File: config.mk
export PLATFORM = sky130hd
export DESIGN_NAME = elevator_call_scheduler_flat
export DESIGN_NICKNAME = d
export VERILOG_FILES = /design/src/rtl/ecs_pkg.sv /design/src/rtl/ecs_if.sv /design/src/rtl/ecs_ctrl.sv /design/src/rtl/ecs_datapath.sv /design/src/rtl/elevator_call_scheduler.sv /design/src/flat_wrapper.sv
export SDC_FILE = /design/constraint.sdc
export NUM_CORES = 1
export LEC_CHECK = 0
export BUFFER_PORTS_ARGS = -buffer_cell sky130_fd_sc_hd__buf_2
export CORE_AREA = 2 2 114 116
export CTS_CLUSTER_SIZE = 28
export DETAILED_ROUTE_END_ITERATION = 7
export DIE_AREA = 0 0 116 118
export MAX_ROUTING_LAYER = met4
export PLACE_DENSITY = 0.49
export RECOVER_POWER = 50
export SYNTH_ARGS = -nofsm -noshare
export SYNTH_HDL_FRONTEND = slang
export SYNTH_HIERARCHICAL = 1
export SYNTH_SLANG_ARGS = --single-unit
File: constraint.sdc
create_clock -name clock -period 7.3 [get_ports clock]
set_clock_uncertainty 0.2 [all_clocks]
set_input_delay 0.365 -clock clock [delete_from_list [all_inputs] [get_ports clock]]
set_output_delay 0.365 -clock clock [all_outputs]
set_load 0.02 [all_outputs]
File: src/rtl/ecs_pkg.sv
// ----------------------------------------------------------------------------
// ecs_pkg: shared types and constants of the elevator call scheduler
// Field widths, event codes, travel direction codes and the command and
// status bundles that join the controller and the datapath.
// ----------------------------------------------------------------------------
`default_nettype none

package ecs_pkg;

   // Widths of the transaction fields.
   localparam int OP_W    = 2;
   localparam int FLOOR_W = 5;

   // Event codes carried in the op field.
   localparam logic [OP_W-1:0] OP_CALL   = 2'd0;
   localparam logic [OP_W-1:0] OP_ARRIVE = 2'd1;
   localparam logic [OP_W-1:0] OP_PASS   = 2'd2;

   // Travel direction of the car.
   typedef enum logic [1:0] {
      MOTION_STAY = 2'd0,
      MOTION_UP   = 2'd1,
      MOTION_DOWN = 2'd2
   } motion_type;

   // Commands from the controller to the datapath.
   typedef struct packed {
      logic load_item;   // capture the accepted request transaction
      logic exec;        // apply the event to the car state
      logic pick_target; // choose a new far target
      logic emit;        // load the response register and set the heading
      logic go_idle;     // no stop left, clear the busy flag
   } ecs_cmd_type;

   // Status from the datapath to the controller.
   typedef struct packed {
      logic            item_ok;   // floor in range and op known
      logic [OP_W-1:0] op;        // op of the captured transaction
      logic            busy;      // car has work
      logic            at_target; // captured floor equals the far target
      logic            have_stop; // a stop is to be reported
   } ecs_status_type;

endpackage

`default_nettype wire

File: src/rtl/ecs_if.sv
// ----------------------------------------------------------------------------
// ecs_if: request and response channels of the elevator call scheduler
// Valid/ready channels; a transaction moves when valid and ready are high
// at a rising clock edge.
// ----------------------------------------------------------------------------
`default_nettype none

interface ecs_req_if
   import ecs_pkg::*;
   ();
   logic               valid;
   logic               ready;
   logic [OP_W-1:0]    op;
   logic [FLOOR_W-1:0] floor;

   modport source (output valid, output op, output floor, input ready);
   modport sink   (input valid, input op, input floor, output ready);
endinterface

interface ecs_rsp_if
   import ecs_pkg::*;
   ();
   logic               valid;
   logic               ready;
   logic [FLOOR_W-1:0] stop_floor;
   logic               heading_down;

   modport source (output valid, output stop_floor, output heading_down, input ready);
   modport sink   (input valid, input stop_floor, input heading_down, output ready);
endinterface

`default_nettype wire

File: src/rtl/ecs_ctrl.sv
// ----------------------------------------------------------------------------
// ecs_ctrl: sequencing controller of the elevator call scheduler
// Steps one request transaction through execute, target selection and stop
// scan, and owns the response valid flag.
// ----------------------------------------------------------------------------
`default_nettype none

module ecs_ctrl
   import ecs_pkg::*;
(
   input  wire logic           clock,
   input  wire logic           reset,
   input  wire logic           req_valid,
   output logic                req_ready,
   output logic                rsp_valid,
   input  wire logic           rsp_ready,
   input  wire ecs_status_type status,
   output ecs_cmd_type         cmd
);

   typedef enum logic [1:0] {
      ST_IDLE,
      ST_EXEC,
      ST_TARGET,
      ST_SCAN
   } state_type;

   state_type state_ff;
   state_type state_in;
   logic      rsp_valid_ff;
   logic      rsp_valid_in;
   logic      out_free;

   // The response register can take a new value when empty or being drained.
   // No request transaction is taken while reset is held.
   assign out_free  = !rsp_valid_ff || rsp_ready;
   assign req_ready = (state_ff == ST_IDLE) && !reset;
   assign rsp_valid = rsp_valid_ff;

   // Commands and next state.
   always_comb begin
      cmd          = '0;
      state_in     = state_ff;
      rsp_valid_in = rsp_valid_ff && !rsp_ready;
      case (state_ff)
         ST_IDLE: begin
            if (req_valid && req_ready) begin
               cmd.load_item = 1'b1;
               state_in      = ST_EXEC;
            end
         end
         ST_EXEC: begin
            cmd.exec = status.item_ok;
            state_in = ST_IDLE;
            if (status.item_ok) begin
               case (status.op)
                  OP_CALL: state_in = ST_SCAN;
                  OP_ARRIVE: begin
                     if (status.busy) begin
                        state_in = status.at_target ? ST_TARGET : ST_SCAN;
                     end
                  end
                  default: state_in = ST_IDLE;
               endcase
            end
         end
         ST_TARGET: begin
            cmd.pick_target = 1'b1;
            state_in        = ST_SCAN;
         end
         ST_SCAN: begin
            if (!status.have_stop) begin
               cmd.go_idle = 1'b1;
               state_in    = ST_IDLE;
            end else if (out_free) begin
               cmd.emit     = 1'b1;
               rsp_valid_in = 1'b1;
               state_in     = ST_IDLE;
            end
         end
         default: state_in = ST_IDLE;
      endcase
   end

   // State and response valid flag.
   always_ff @(posedge clock) begin
      if (reset) begin
         state_ff     <= ST_IDLE;
         rsp_valid_ff <= 1'b0;
      end else begin
         state_ff     <= state_in;
         rsp_valid_ff <= rsp_valid_in;
      end
   end

endmodule

`default_nettype wire

File: src/rtl/ecs_datapath.sv
// ----------------------------------------------------------------------------
// ecs_datapath: car state and call bitmap of the elevator call scheduler
// Holds the car floor, far target, pending calls, busy flag and direction,
// and finds stops with masked first-set-bit searches over the bitmap.
// ----------------------------------------------------------------------------
`default_nettype none

module ecs_datapath
   import ecs_pkg::*;
#(
   parameter int FLOORS = 16
) (
   input  wire logic               clock,
   input  wire logic               reset,
   input  wire logic [OP_W-1:0]    req_op,
   input  wire logic [FLOOR_W-1:0] req_floor,
   input  wire ecs_cmd_type        cmd,
   output ecs_status_type          status,
   output logic [FLOOR_W-1:0]      rsp_stop_floor,
   output logic                    rsp_heading_down
);

   logic [OP_W-1:0]    op_ff;
   logic [FLOOR_W-1:0] floor_ff;
   logic [FLOOR_W-1:0] car_ff, car_in;
   logic [FLOOR_W-1:0] far_ff, far_in;
   logic [FLOORS-1:0]  pending_ff, pending_in;
   logic               busy_ff, busy_in;
   motion_type         motion_ff, motion_in;
   logic [FLOOR_W-1:0] stop_ff;
   logic               heading_ff;

   logic [FLOORS-1:0]  floor_bit;
   logic [FLOORS-1:0]  up_mask;
   logic [FLOORS-1:0]  down_mask;
   logic [FLOORS-1:0]  ahead_up;
   logic [FLOORS-1:0]  ahead_down;
   logic               scan_up;
   logic               stop_found;
   logic [FLOOR_W-1:0] nearest;
   logic [FLOOR_W-1:0] call_far;
   logic [FLOOR_W-1:0] far_base;
   logic               car_above;

   // Floor number of the lowest set bit; bit i stands for floor i+1.
   function automatic logic [FLOOR_W-1:0] lowest_floor(input logic [FLOORS-1:0] v);
      logic [FLOORS-1:0]  iso;
      logic [FLOOR_W-1:0] idx;
      iso = v & (~v + FLOORS'(1));
      idx = '0;
      for (int i = 0; i < FLOORS; i++) begin
         if (iso[i]) idx = idx | FLOOR_W'(i + 1);
      end
      return idx;
   endfunction

   // Floor number of the highest set bit, found on the reversed vector.
   function automatic logic [FLOOR_W-1:0] highest_floor(input logic [FLOORS-1:0] v);
      logic [FLOORS-1:0]  rev;
      logic [FLOORS-1:0]  iso;
      logic [FLOOR_W-1:0] idx;
      for (int i = 0; i < FLOORS; i++) begin
         rev[i] = v[FLOORS-1-i];
      end
      iso = rev & (~rev + FLOORS'(1));
      idx = '0;
      for (int j = 0; j < FLOORS; j++) begin
         if (iso[j]) idx = idx | FLOOR_W'(FLOORS - j);
      end
      return idx;
   endfunction

   // Per-floor decode of the event floor and of the car position.
   always_comb begin
      for (int i = 0; i < FLOORS; i++) begin
         floor_bit[i] = (int'(floor_ff) == i + 1);
         up_mask[i]   = (i + 1 >= int'(car_ff));
         down_mask[i] = (i + 1 <= int'(car_ff));
      end
   end

   // Nearest pending floor from the car toward the far target.
   assign scan_up    = (far_ff > car_ff);
   assign ahead_up   = pending_ff & up_mask;
   assign ahead_down = pending_ff & down_mask;
   assign stop_found = scan_up ? (|ahead_up) : (|ahead_down);
   assign nearest    = scan_up ? lowest_floor(ahead_up) : highest_floor(ahead_down);
   assign car_above  = (car_ff > far_ff);

   // A call sets the target when there is none and pushes it outward.
   always_comb begin
      far_base = (far_ff == '0) ? floor_ff : far_ff;
      call_far = far_base;
      if ((motion_ff == MOTION_UP && floor_ff > far_base) ||
          (motion_ff == MOTION_DOWN && floor_ff < far_base)) begin
         call_far = floor_ff;
      end
   end

   // Status toward the controller.
   always_comb begin
      status.item_ok   = (floor_ff != '0) && (int'(floor_ff) <= FLOORS) &&
                         (op_ff == OP_CALL || op_ff == OP_ARRIVE || op_ff == OP_PASS);
      status.op        = op_ff;
      status.busy      = busy_ff;
      status.at_target = (floor_ff == far_ff);
      status.have_stop = stop_found || (op_ff == OP_CALL);
   end

   // Next values of the car state.
   always_comb begin
      car_in     = car_ff;
      far_in     = far_ff;
      pending_in = pending_ff;
      busy_in    = busy_ff;
      motion_in  = motion_ff;
      if (cmd.exec) begin
         case (op_ff)
            OP_CALL: begin
               busy_in    = 1'b1;
               pending_in = pending_ff | floor_bit;
               far_in     = call_far;
            end
            OP_ARRIVE: begin
               if (busy_ff) begin
                  car_in     = floor_ff;
                  pending_in = pending_ff & ~floor_bit;
               end
            end
            OP_PASS: car_in = floor_ff;
            default: car_in = car_ff;
         endcase
      end
      // Going up the new target is the highest call, otherwise the lowest.
      if (cmd.pick_target) begin
         if (motion_ff == MOTION_UP) begin
            far_in = highest_floor(pending_ff);
         end else begin
            far_in = lowest_floor(pending_ff);
         end
      end
      if (cmd.emit) begin
         motion_in = car_above ? MOTION_DOWN : MOTION_UP;
      end
      if (cmd.go_idle) begin
         busy_in = 1'b0;
      end
   end

   // Car state registers.
   always_ff @(posedge clock) begin
      if (reset) begin
         car_ff     <= FLOOR_W'(1);
         far_ff     <= '0;
         pending_ff <= '0;
         busy_ff    <= 1'b0;
         motion_ff  <= MOTION_STAY;
      end else begin
         car_ff     <= car_in;
         far_ff     <= far_in;
         pending_ff <= pending_in;
         busy_ff    <= busy_in;
         motion_ff  <= motion_in;
      end
   end

   // Captured request and response payload.
   always_ff @(posedge clock) begin
      if (cmd.load_item) begin
         op_ff    <= req_op;
         floor_ff <= req_floor;
      end
      if (cmd.emit) begin
         stop_ff    <= stop_found ? nearest : floor_ff;
         heading_ff <= car_above;
      end
   end

   assign rsp_stop_floor   = stop_ff;
   assign rsp_heading_down = heading_ff;

endmodule

`default_nettype wire

File: src/rtl/elevator_call_scheduler.sv
// ----------------------------------------------------------------------------
// elevator_call_scheduler: SCAN style elevator call scheduler
// Keeps pending floor calls and the car state, and answers call and arrival
// events with the next stop and travel direction.
// ----------------------------------------------------------------------------
//
//   Channel    Dir   Fields                        Transaction
//   req_chan   in    op[1:0], floor[4:0]           one car or call event
//   rsp_chan   out   stop_floor[4:0], heading_down zero or one per event
//
// A call, or an arrival away from the target, steps through execute and
// stop scan; an arrival at the far target adds a target selection step
// between them. Passed-floor and ignored events return to idle after execute.
// Synchronous reset returns the car to floor 1, idle, with no calls.
// A held response stalls the stop scan step until the response is taken;
// a new event is accepted while an earlier response still waits.
//
`default_nettype none

module elevator_call_scheduler
   import ecs_pkg::*;
#(
   parameter int FLOORS = 16
) (
   input wire logic  clock,
   input wire logic  reset,
   ecs_req_if.sink   req_chan,
   ecs_rsp_if.source rsp_chan
);

   ecs_cmd_type    cmd;
   ecs_status_type status;

   // Sequencing controller.
   ecs_ctrl u_ctrl (
      .clock     (clock),
      .reset     (reset),
      .req_valid (req_chan.valid),
      .req_ready (req_chan.ready),
      .rsp_valid (rsp_chan.valid),
      .rsp_ready (rsp_chan.ready),
      .status    (status),
      .cmd       (cmd)
   );

   // Car state and stop search.
   ecs_datapath #(
      .FLOORS (FLOORS)
   ) u_datapath (
      .clock            (clock),
      .reset            (reset),
      .req_op           (req_chan.op),
      .req_floor        (req_chan.floor),
      .cmd              (cmd),
      .status           (status),
      .rsp_stop_floor   (rsp_chan.stop_floor),
      .rsp_heading_down (rsp_chan.heading_down)
   );

endmodule

`default_nettype wire

File: src/flat_wrapper.sv
// flat-port wrapper written by rule: the top's interface ports become plain ports
module elevator_call_scheduler_flat import ecs_pkg::*;
#(
   parameter int FLOORS = 16
)
  (clock, reset, req_chan_valid, req_chan_op, req_chan_floor, req_chan_ready, rsp_chan_valid, rsp_chan_stop_floor, rsp_chan_heading_down, rsp_chan_ready);
  ecs_req_if req_chan_i ();
  ecs_rsp_if rsp_chan_i ();
  input wire logic clock;
  input wire logic reset;
  input wire logic [$bits(req_chan_i.valid)-1:0] req_chan_valid;
  input wire logic [$bits(req_chan_i.op)-1:0] req_chan_op;
  input wire logic [$bits(req_chan_i.floor)-1:0] req_chan_floor;
  output wire logic [$bits(req_chan_i.ready)-1:0] req_chan_ready;
  output wire logic [$bits(rsp_chan_i.valid)-1:0] rsp_chan_valid;
  output wire logic [$bits(rsp_chan_i.stop_floor)-1:0] rsp_chan_stop_floor;
  output wire logic [$bits(rsp_chan_i.heading_down)-1:0] rsp_chan_heading_down;
  input wire logic [$bits(rsp_chan_i.ready)-1:0] rsp_chan_ready;
  assign req_chan_i.valid = req_chan_valid;
  assign req_chan_i.op = req_chan_op;
  assign req_chan_i.floor = req_chan_floor;
  assign req_chan_ready = req_chan_i.ready;
  assign rsp_chan_valid = rsp_chan_i.valid;
  assign rsp_chan_stop_floor = rsp_chan_i.stop_floor;
  assign rsp_chan_heading_down = rsp_chan_i.heading_down;
  assign rsp_chan_i.ready = rsp_chan_ready;
  elevator_call_scheduler #(.FLOORS(FLOORS)) u_core (.clock(clock), .reset(reset), .req_chan(req_chan_i), .rsp_chan(rsp_chan_i));
endmodule
* Word level (Yosys, flattened, before mapping) *
Index checks and enable logic that the tools add are counted.
W data, S select, Z words.

operators by class
  reductions and logical operators = 31
  bitwise gates (word level) = 13
  mux-type cells = 97
  add/sub/neg operators = 4
  $lt $le $gt $ge = 37
  equal/unequal tests = 27

operators by type and width
  cell                     count
  $mux W4                  32
  $and A16 B16 Y16         7
  $not A16 Y16             5
  $mux W5                  13
  $add A16 B1 Y16 const B  4
  $mux W3                  16
  $eq A5 B5 Y1 const B     9
  $ge A4 B5 Y1 const A     8
  $le A4 B5 Y1 const A     8
  $pmux W16 S2             1
  $reduce_or A16 Y1        2
  $mux W2                  15
  $eq A5 B4 Y1 const B     4
  $ge A3 B5 Y1 const A     4
  $le A3 B5 Y1 const A     4
  $mux W1                  16
  $mux W16                 1
  $or A16 B16 Y16          1
  $gt A5 B5 Y1             3
  $eq A5 B3 Y1 const B     2
  $ge A2 B5 Y1 const A     2
  $le A2 B5 Y1 const A     2
  $pmux W5 S2              1
  $eq A2 B2 Y1 const B     4
  24 further kinds         45

storage, ports and cells
  logic and storage cells = 220
  output and inout bits = 8
  bits in registers = 45

* Depth between registers and ports, before layout *
Gate-level depths: netlist (run 1).

  word-level depth = 23
  depth in mapped cells = 15

* Cells and area by module *
Netlist (run 1), hierarchy kept.

by module, submodules not included
  module        seq. area each (µm²)  area each (µm²)  cells an instance  instances
  ecs_datapath  970.9                 3,473.3          444                1
  ecs_ctrl      60.1                  188.9            26                 1

* Least setup slack after synthesis (run 1) *
Ideal clock, no wire load.

  path type = reg2reg
  start point = register u_core.u_datapath.far_ff[0]
  end point = register u_core.u_datapath.far_ff[3]
  clock period less this slack = 2,915 ps
  path buffers = 0
  setup slack = 4,385 ps
  arrival = 2,620 ps
  stages on the path, launching flop included = 11
  data required time = 7,005 ps
  library setup time = 95 ps
  path through = dfxtp_1 nor4_1 and2_1 a21oi_1 ha_1 a21o_1 a21oi_1 o21ai_0 mux2i_1 mux2_2 a221oi_1

on the way
  longest elaborated chain between the ends = 9

ends and longest elaborated chain
  what                                                 RTL line                                text
  start: declaration                                   ecs_datapath.sv:26                      logic [FLOOR_W-1:0] far_ff, far_in;
  start signal: assignment                             ecs_datapath.sv:160                     far_ff <= far_in;
  $logic_not A5 Y1                                     ecs_datapath.sv:92                      far_base = (far_ff == '0) ? floor_ff : far_ff;
  $mux W5 *                                            ecs_datapath.sv:92
  $gt A5 B5 Y1 / $lt A5 B5 Y1 (equally long branches)  ecs_datapath.sv:94, ecs_datapath.sv:95
  $logic_and A1 B1 Y1 (on tied branches)               ecs_datapath.sv:94, ecs_datapath.sv:95
  $logic_or A1 B1 Y1                                   ecs_datapath.sv:94                      if ((motion_ff == MOTION_UP && floor_ff > far_base) ||
  $mux W5 *                                            ecs_datapath.sv:94
  $mux W5 *                                            ecs_datapath.sv:118                     case (op_ff)
  $mux W5 *                                            ecs_datapath.sv:117                     if (cmd.exec) begin
  $mux W5 *                                            ecs_datapath.sv:135                     if (cmd.pick_target) begin

Mark *: on every way between the ends. The rest lies on a longest branch, timed or not. The select of a mux whose other input is x is not followed.
A chain may end at the register's enable or synchronous reset.

==> results.sh, run 1 <==
export IMPL_status="finished with violations"
export IMPL_violations="max-capacitance violations, max-slew violations"
export IMPL_fin_util_pct=31.2
export IMPL_ys_flop_type="dfxtp_1"
export IMPL_cts_buffers=5
export IMPL_grt_pass1_wl_mm=17.9
export IMPL_setup_viol=0
export IMPL_yosysTopAreaCell="dfxtp_1"
export IMPL_viasPerCell=5.61
export IMPL_rsz0062_at_grt="no"
export IMPL_synth_top_cell_area_share_pct=17.5
export IMPL_htreeDepth=2
export IMPL_drv_slew=36
export IMPL_cts_repair_resized=0
export IMPL_reg2reg_setup_slack_ps=3340
export IMPL_grt_remaining_overflow=0
export IMPL_p_leak_nw=1.38
export IMPL_crit_chain="ha_1 -> nor2b_1 -> o21ai_0 -> nand2b_1 -> a221oi_1 -> o2bb2ai_1 -> o21ai_1 -> nand3_1 -> nor2_1 -> mux2i_1 -> nor2_1"
export IMPL_cp_arrival_ps=3870
export IMPL_post_cts_buffers=0
export IMPL_cts_buffer_depth=2
export IMPL_synth_avg_cell_area_sq_um=7.79
export IMPL_drtPass1Iterations=5
export IMPL_netlist_cell_type_count=76
export IMPL_critical_path_required_ps=7210
export IMPL_portBuffers=18
export IMPL_hold_ws_ps=50.0
export IMPL_drive_gt1_share_pct=8.78
export IMPL_synth_edff_count=13
export IMPL_syn_inst=470
export IMPL_die_w_microns=116
export IMPL_antenna_found_initial=0
export IMPL_tritoncts="yes"
export IMPL_grt_pass1_vias=3340
export IMPL_cp_start_kind="register"
export IMPL_crit_path_top_delay_cell="dfxtp_1"
export IMPL_fin_crit_ps=3960
export IMPL_ys_top_cells_by_area="dfxtp_1, edfxtp_1, nor2_1"
export IMPL_clock_sinks=45
export IMPL_busiest_layer="met2"
export IMPL_cpPeakStageDelay_ps=740
export IMPL_num_vias=3587
export IMPL_coreArea_sq_um=12400
export IMPL_timing_final_crit_share_pct=54.2
export IMPL_drv_cap=1
export IMPL_dpl_hpwl_mm=8.64
export IMPL_finalNetCount=488
export IMPL_start_util_pct=29.5
export IMPL_slew_headroom_pct=-10.1
export IMPL_met2_usage_pct=25.0
export IMPL_synthArstFlopShare_pct=0
export IMPL_hp_class="input pin to register"
export IMPL_drc=0
export IMPL_syn_area_sq_um=3660
export IMPL_routabilityCongestion=0.861
export IMPL_synth_net_count=492
export IMPL_area_growth_pct=5.91
export IMPL_grt_usage_pct=17.0
export IMPL_dieHeight_microns=118
export IMPL_post_synth_top_count_cell="nor2_1"
export IMPL_clock_root_buffer="clkbuf_16"
export IMPL_clock_fmax_mhz=253
export IMPL_yosys_warnings=6
export IMPL_fill_cells=1348
export IMPL_power_density_nw_per_um2=157
export IMPL_end_kind="register"
export IMPL_io_pins=19
export IMPL_wl_per_cell_microns=17.6
export IMPL_path_clk_slew_ps=70
export IMPL_row_count=41
export IMPL_ys_seq_area_share_pct=28.2
export IMPL_tightest_slew_ps=1650
export IMPL_wirelength_mm=11.2
export IMPL_worst_path_max_fanout=19
export IMPL_holdBufCountCts=0
export IMPL_hold_viol_final=0
export IMPL_crit_top_cell="nor2_1"
export IMPL_synthTopCellsByCount="nor2_1, a21oi_1, nand2_1"
export IMPL_worstSkewPairLatency_ps=290
export IMPL_drt_iter0_markers=365
export IMPL_synth_seq_cells=45
export IMPL_path_class="register to register"
export IMPL_die_area_sq_um=13700
export IMPL_peakVddDrop_mv=0.0911
export IMPL_grtUsageMet3_pct=2.01
export IMPL_antenna_cells=0
export IMPL_drtAntennaViolNets=0
export IMPL_tns_ps=0
export IMPL_grt_max_degree=36
export IMPL_met1_usage_pct=24.5
==> power by group <==
part           internal [mW]  switching, mW
combinational         0.0301         0.0425
sequential             0.263         0.0119
clock                  0.162         0.0976
total                  0.456          0.152
==> cell usage in the layout, fill, tap and decap left out, types with 3 or more instances in the layout <==
master	Yosys	routed
a211o_1	4	4
a211oi_1	14	14
a21o_1	5	5
a21oi_1	44	44
a221oi_1	2	3
a22o_1	4	4
a311oi_1	4	4
a31oi_1	7	7
and2_1	6	5
buf_2	5	9
clkbuf_1	9	10
clkbuf_16	0	5
dfxtp_1	32	32
edfxtp_1	13	13
ha_1	11	11
inv_1	21	21
mux2_2	3	3
mux2i_1	7	7
nand2_1	37	37
nand2b_1	10	10
nand3_1	18	18
nor2_1	59	59
nor2b_1	11	11
nor3_1	24	24
nor4_1	5	5
o211ai_1	3	3
o21ai_0	20	20
o21ai_1	4	4
o22ai_1	3	3
o31ai_1	3	3
or2_2	4	4
or3_1	5	5
xnor2_1	3	3
==> cell families (layout without fill, tap and decap cells) <==
group	count (synthesis)	after routing	share of synthesized area (%)
AND/OR/NAND/NOR	201	201	28.0
AO/OA/AOI/OAI	147	147	27.7
buffers and inverters	51	48	8.37
flip-flops	45	45	28.2
adder cells (fa/ha/maj)	11	11	3.76
multiplexers	10	10	2.84
XOR/XNOR	5	5	1.20
==> layer usage <==
metal	vias to the layer above	share of wire, %
li1	1723	-
met5	-	0
met3	16	4.6
met4	0	2.1
met2	119	45
met1	1729	49
==> stage by stage <==
stage / instances / worst slack (ps) / cell area [sq um] / total power [mW]
finish: 639 / 3340 / 3880 / 0.608
global route: 639 / 2960 / 3880 / 0.635
CTS: 639 / 3680 / 3920 / 0.616
detailed placement: 631 / 3690 / 3750 / 0.355
global placement: 631 / 3720 / 3750 / 0.354
floorplan: 470 / 4380 / 3660 / 0.334
==> worst max-delay path: cells and delay by family, from the launching register on <==
family | cells | cell delay (ps)
compound gates | 4 | 1260
simple gates | 5 | 980
flops | 1 | 740
fa+ha+maj | 1 | 350
mux | 1 | 250
==> area by class of cell <==
| type | count | area [sq um] | share of cell area, % |
|---|---|---|---|
| Sequential cell | 45 | 1030 | 26.6 |
| Inverter | 21 | 78.8 | 2.03 |
| Clock buffer | 6 | 129 | 3.32 |
| Multi-Input combinational cell | 374 | 2300 | 59.3 |
| Timing Repair Buffer | 19 | 86.3 | 2.23 |
| Clock inverter | 2 | 38.8 | 1.00 |
| Tap cell | 172 | 215 | 5.55 |
==> path summary, 6_finish.rpt <==
check,from,end,cells after the start
setup / recovery,u_core/u_datapath/car_ff[1]$_SDFFE_PP0P_,u_core/u_datapath/motion_ff[1]$_SDFFE_PP0P_,11
hold / removal,req_chan_floor[1],u_core/u_datapath/floor_ff[1]$_DFFE_PP_,1
setup reg to reg,u_core/u_datapath/car_ff[1]$_SDFFE_PP0P_,u_core/u_datapath/motion_ff[1]$_SDFFE_PP0P_,11
hold reg to reg,u_core/u_ctrl/rsp_valid$_SDFF_PP0_,u_core/u_ctrl/rsp_valid$_SDFF_PP0_,2
No activity file was read; power rests on OpenSTA's default activity.
==> run 2: changes to the inputs <==
PLACE_DENSITY = 0.51   (was 0.49)
clock period = 3.3 ns   (was 7.3 ns; I/O delays follow)
==> run 2 against run 1 <==
The flow now finishes without violations. Total power grew 120%. Worst setup slack got worse by 3100 ps. Sequential cell count is the same. Routed wire length up 6.2%. Cell count up 6.9%. First-iteration DRC count is 3.0% higher. Via count grew 2.2%. Design area rose by 9.2%. Non-clock buffer count is 44 higher. Clock power increased by 96%. Register-to-register slack got worse by 3100 ps. Largest power group unchanged.
==> results.sh, run 2 (same netlist as run 1, synthesis figures left out) <==
export IMPL_drv_slew=0
export IMPL_hp_class="input pin to register"
export IMPL_die_w_microns=116
export IMPL_drc=0
export IMPL_start_util_pct=29.5
export IMPL_worst_path_max_fanout=14
export IMPL_tritoncts="yes"
export IMPL_hold_path_end="u_core/u_ctrl/rsp_valid$_SDFF_PP0_"
export IMPL_path_clk_slew_ps=60
export IMPL_cts_buffers=5
export IMPL_coreArea_sq_um=12400
export IMPL_slew_headroom_pct=31.0
export IMPL_clock_fmax_mhz=328
export IMPL_tns_ps=0
export IMPL_wirelength_mm=11.9
export IMPL_viasPerCell=5.37
export IMPL_highest_layer="met4"
export IMPL_r2r_cells=10
export IMPL_intPower_mw=0.949
export IMPL_cp_buffers_inverters=1
export IMPL_finalNetCount=532
export IMPL_area_growth_pct=15.6
export IMPL_grt_pass1_vias=3481
export IMPL_cp_start_kind="register"
export IMPL_power_density_nw_per_um2=309
export IMPL_drtAntennaViolNets=0
export IMPL_wl_met2_mm=5.28
export IMPL_drv_cap=0
export IMPL_dp_cells=668
export IMPL_cp_arrival_ps=3020
export IMPL_rsz0062_at_grt="no"
export IMPL_drt_iter0_markers=376
export IMPL_critical_path_required_ps=3280
export IMPL_timing_final_crit_share_pct=92.3
export IMPL_min_from="rsp_chan_ready"
export IMPL_path_class="register to register"
export IMPL_io_pins=19
export IMPL_clock_sinks=45
export IMPL_num_vias=3665
export IMPL_cp_top_family="simple AND/OR/NAND/NOR gates"
export IMPL_portBuffers=18
export IMPL_clock_root_buffer="clkbuf_16"
export IMPL_crit_chain="inv_1 -> o211ai_1 -> nand3_1 -> nor3_2 -> and3_1 -> o2bb2ai_4 -> o21ai_1 -> nand3_1 -> nor3_1 -> or3_1"
export IMPL_post_cts_buffers=0
export IMPL_cts_buffer_depth=2
export IMPL_row_count=41
export IMPL_die_area_sq_um=13700
export IMPL_routabilityCongestion=0.953
export IMPL_dp_slack_ps=85.1
export IMPL_status="complete, no violations"
export IMPL_end_kind="register"
export IMPL_power_total_mw=1.31
export IMPL_crit_path_top_delay_cell="dfxtp_1"
export IMPL_htreeDepth=2
export IMPL_drtPass1Iterations=5
export IMPL_p_sw_mw=0.358
export IMPL_peakVddDrop_mv=0.159
export IMPL_layout_common_cells="nor2_1, a21oi_1, buf_4"
export IMPL_setup_slack_ps=254
export IMPL_r2r_start="u_core/u_datapath/car_ff[4]$_SDFFE_PP0P_"
export IMPL_tightest_slew_ps=1010
export IMPL_r2r_end="u_core/u_ctrl/state_ff[0]$_SDFFE_PP0P_"
export IMPL_wl_met3_microns=659
export IMPL_pwr_share_clk_pct=38.9
export IMPL_layout_cells_non_filler=683
export IMPL_crit_top_cell="nand3_1"
export IMPL_cpPeakStageDelay_ps=670
export IMPL_hold_depth=3
export IMPL_wl_met1_mm=5.81
export IMPL_setup_viol=0
export IMPL_dpl_hpwl_mm=9.21
export IMPL_comb_power_share_pct=15.4
export IMPL_hold_viol_final=0
export IMPL_drive_gt1_share_pct=16.2
export IMPL_reg2reg_setup_slack_ps=250
export IMPL_antenna_cells=0
export IMPL_fin_crit_ps=3050
export IMPL_startpoint="u_core/u_datapath/car_ff[4]$_SDFFE_PP0P_"
export IMPL_p_sw_share_pct=27.4
export IMPL_dieHeight_microns=118
export IMPL_grt_usage_pct=18.2
export IMPL_p_leak_nw=1.58
export IMPL_grt_pass1_wl_mm=19.0
export IMPL_grt_max_degree=36
export IMPL_seqPwrFrac_pct=45.7
export IMPL_grt_remaining_overflow=0
export IMPL_antenna_found_initial=0
export IMPL_final_common_cell="nor2_1"
export IMPL_wl_per_cell_microns=17.5
export IMPL_worstSkewPairLatency_ps=300
[run 2: cell count changes in the layout (fill, tap and decap cells not counted), moves of 3 or more]
cell           change
buf_4             +37
dlygate4sd3_1      +7
dfxtp_1            -3
dfxtp_2            +3
[run 2: final cells by class]
class	count	area, sq um
clock inverter	2	11.3
inverter	21	78.8
clock buffer	6	129
sequential	45	1030
tap	172	215
timing repair buffer	63	433
multi-input combinational	374	2330
fill	1353	8180
[run 2: power groups by stage]
stage          Sequential, mW  Clock (mW)  Combinational (mW)
3_5_place_dp            0.609           0               0.193
2_1_floorplan           0.604           0               0.136
6_report                0.597       0.509               0.201
5_1_grt                 0.598       0.550               0.223
3_3_place_gp            0.609           0               0.189
4_1_cts                 0.596       0.518               0.200
[run 2: how the worst max path moves through the flow]
stage	endpoint	cells past startpoint	slack, ps
floorplan	u_core/u_datapath/far_ff[3]$_SDFFE_PP0P_	10	380
global placement	u_core/u_datapath/motion_ff[1]$_SDFFE_PP0P_	11	100
detailed placement	u_core/u_datapath/motion_ff[1]$_SDFFE_PP0P_	10	90
CTS	u_core/u_datapath/motion_ff[0]$_SDFFE_PP0P_	10	80
global route	u_core/u_datapath/far_ff[1]$_SDFFE_PP0P_	11	20
finish	u_core/u_ctrl/state_ff[0]$_SDFFE_PP0P_	10	250
[run 2: stage by stage]
stage	area (sq um)	utilization, %	hold slack [ps]
floorplan	3660	-	34.1
global placement	4030	32.4	144
detailed placement	4030	32.4	145
CTS	4240	34.1	6.14
global route	4230	34.1	35.7
finish	4230	34.1	14.2
[run 2: repair_timing]
item	4_1_cts	5_1_grt
setup endpoints to repair	0	10
hold buffers	7	0
gates resized for setup	0	5
endpoints found under the hold margin	7	0
[run 2: worst min-delay path: stages]
cell      delay (ps)
buf_2            110
nand2b_1         120
a21oi_1           60
[run 2: layer usage]
metal | GRT usage, % | vias to the layer above
met2 | 26.6 | 136
met3 | 2.68 | 16
met5 | - | -
met1 | 25.8 | 1708
met4 | 5.88 | 0
li1 | - | 1805
==> run 3: changes to the inputs <==
CORE_AREA = 2 2 84 86   (was 2 2 114 116)
DIE_AREA = 0 0 86 88   (was 0 0 116 118)
PLACE_DENSITY = 0.81   (was 0.51)
==> run 3 against run 2 <==
Combinational power is 3% lower. Clock power is 20% lower. Maximum frequency is 0.94% higher. Cell count is 15% lower. Sequential power hardly changed. Routed wire length is 9.9% lower. Highest routed layer unchanged. Design area is 5.3% lower.
==> results.sh, run 3 (same netlist as run 1, synthesis figures left out) <==
export IMPL_die_area_sq_um=7570
export IMPL_hold_viol_final=0
export IMPL_row_count=30
export IMPL_clock_root_buffer="clkbuf_8"
export IMPL_cp_start_kind="register"
export IMPL_wl_per_cell_microns=18.6
export IMPL_coreArea_sq_um=6640
export IMPL_pwr_share_clk_pct=34.1
export IMPL_worstSkewPairLatency_ps=310
export IMPL_grt_pass1_vias=3610
export IMPL_cts_buffers=5
export IMPL_dpl_hpwl_mm=8.16
export IMPL_drtAntennaViolNets=0
export IMPL_area_growth_pct=9.46
export IMPL_path_clk_slew_ps=100
export IMPL_clock_sinks=45
export IMPL_grt_max_degree=36
export IMPL_timing_final_crit_share_pct=91.4
export IMPL_setup_viol=0
export IMPL_hp_class="input pin to register"
export IMPL_seqPwrFrac_pct=49.8
export IMPL_grt_remaining_overflow=0
export IMPL_drt_iter0_markers=439
export IMPL_min_from="req_chan_valid"
export IMPL_p_sw_mw=0.337
export IMPL_final_common_cell="nor2_1"
export IMPL_power_density_nw_per_um2=300
export IMPL_setup_slack_ps=283
export IMPL_layout_common_cells="nor2_1, a21oi_1, nand2_1"
export IMPL_io_pins=19
export IMPL_grt_pass1_wl_mm=17.6
export IMPL_r2r_start="u_core/u_datapath/floor_ff[0]$_DFFE_PP_"
export IMPL_drv_cap=0
export IMPL_slew_headroom_pct=51.5
export IMPL_wirelength_mm=10.8
export IMPL_dieHeight_microns=88
export IMPL_cts_buffer_depth=2
export IMPL_die_w_microns=86
export IMPL_num_vias=3756
export IMPL_start_util_pct=55.1
export IMPL_clock_fmax_mhz=331
export IMPL_drv_slew=0
export IMPL_drc=0
export IMPL_portBuffers=18
export IMPL_finalNetCount=519
export IMPL_peakVddDrop_mv=0.210
export IMPL_htreeDepth=2
export IMPL_worst_path_max_fanout=6
export IMPL_rsz0062_at_grt="no"
export IMPL_drtPass1Iterations=5
export IMPL_critical_path_required_ps=3310
export IMPL_antenna_found_initial=0
export IMPL_startpoint="u_core/u_datapath/floor_ff[0]$_DFFE_PP_"
export IMPL_tritoncts="yes"
export IMPL_p_sw_share_pct=28.0
export IMPL_grt_usage_pct=30.5
export IMPL_cp_arrival_ps=3030
export IMPL_fin_crit_ps=3020
export IMPL_comb_power_share_pct=16.1
export IMPL_p_leak_nw=1.51
export IMPL_drive_gt1_share_pct=15.1
export IMPL_intPower_mw=0.865
export IMPL_tightest_slew_ps=727
export IMPL_viasPerCell=6.50
export IMPL_tns_ps=0
export IMPL_dp_slack_ps=189
export IMPL_end_kind="register"
export IMPL_antenna_cells=0
export IMPL_routabilityCongestion=0.999
export IMPL_path_class="register to register"
export IMPL_status="complete, no violations"
run 3: repair_timing:
item                                   CTS  global route
setup endpoints to repair                0            17
endpoints found under the hold margin    8             0
buffers inserted                         0             0
hold buffers                             8             0
resized for setup                        0             8
run 3: per-layer routing:
metal / routed length (microns) / share of wire [%] / vias up / global-route usage, %
li1: - / - / 1781 / -
met1: 4820 / 45 / 1773 / 40.3
met2: 4740 / 44 / 175 / 47.6
met3: 915 / 8.5 / 27 / 5.75
met4: 288 / 2.7 / 0 / 8.95
met5: 0 / 0 / - / -
run 3: area by class of cell:
| type | count | area, sq um |
|---|---|---|
| Multi-Input combinational cell | 374 | 2340 |
| Tap cell | 80 | 100 |
| Clock inverter | 2 | 18.8 |
| Inverter | 21 | 78.8 |
| Fill cell | 639 | 2640 |
| Timing Repair Buffer | 50 | 340 |
| Sequential cell | 45 | 1040 |
| Clock buffer | 6 | 93.8 |
run 3: critical path, stage by stage (launching register included):
cell,delay (ps)
edfxtp_1,410
nor4_2,340
ha_1,290
a21oi_1,240
nand2_1,90
nor2_1,170
nand2b_1,100
a211o_1,340
nor3_1,190
buf_4,190
nand3_1,100
a211oi_1,250
run 3: path summary, 6_finish.rpt:
check | slack (ps) | endpoint | depth (start not counted)
min | 90 | u_core/u_ctrl/state_ff[0]$_SDFFE_PP0P_ | 4
max | 280 | register | 11
max reg2reg | 280 | register | 11
min reg2reg | 340 | u_core/u_datapath/motion_ff[1]$_SDFFE_PP0P_ | 2
run 3: metrics by stage:
stage | power [mW] | instance area (sq um) | hold WS (ps) | utilization [%] | std cells
2_1_floorplan | 0.739 | 3660 | 34.1 | - | 470
3_3_place_gp | 0.784 | 3800 | 142 | 57.3 | 562
3_5_place_dp | 0.789 | 3800 | 143 | 57.3 | 562
4_1_cts | 1.20 | 4000 | 79.2 | 60.2 | 578
5_1_grt | 1.25 | 4010 | 172 | 60.3 | 578
6_report | 1.20 | 4010 | 90.0 | 60.3 | 578
run 3: power by group through the flow:
stage          logic (mW)  registers (mW)  clock network (mW)
4_1_cts             0.188           0.597               0.414
6_report            0.194           0.599               0.409
3_3_place_gp        0.175           0.609                   0
5_1_grt             0.213           0.601               0.435
3_5_place_dp        0.179           0.610                   0
2_1_floorplan       0.136           0.604                   0
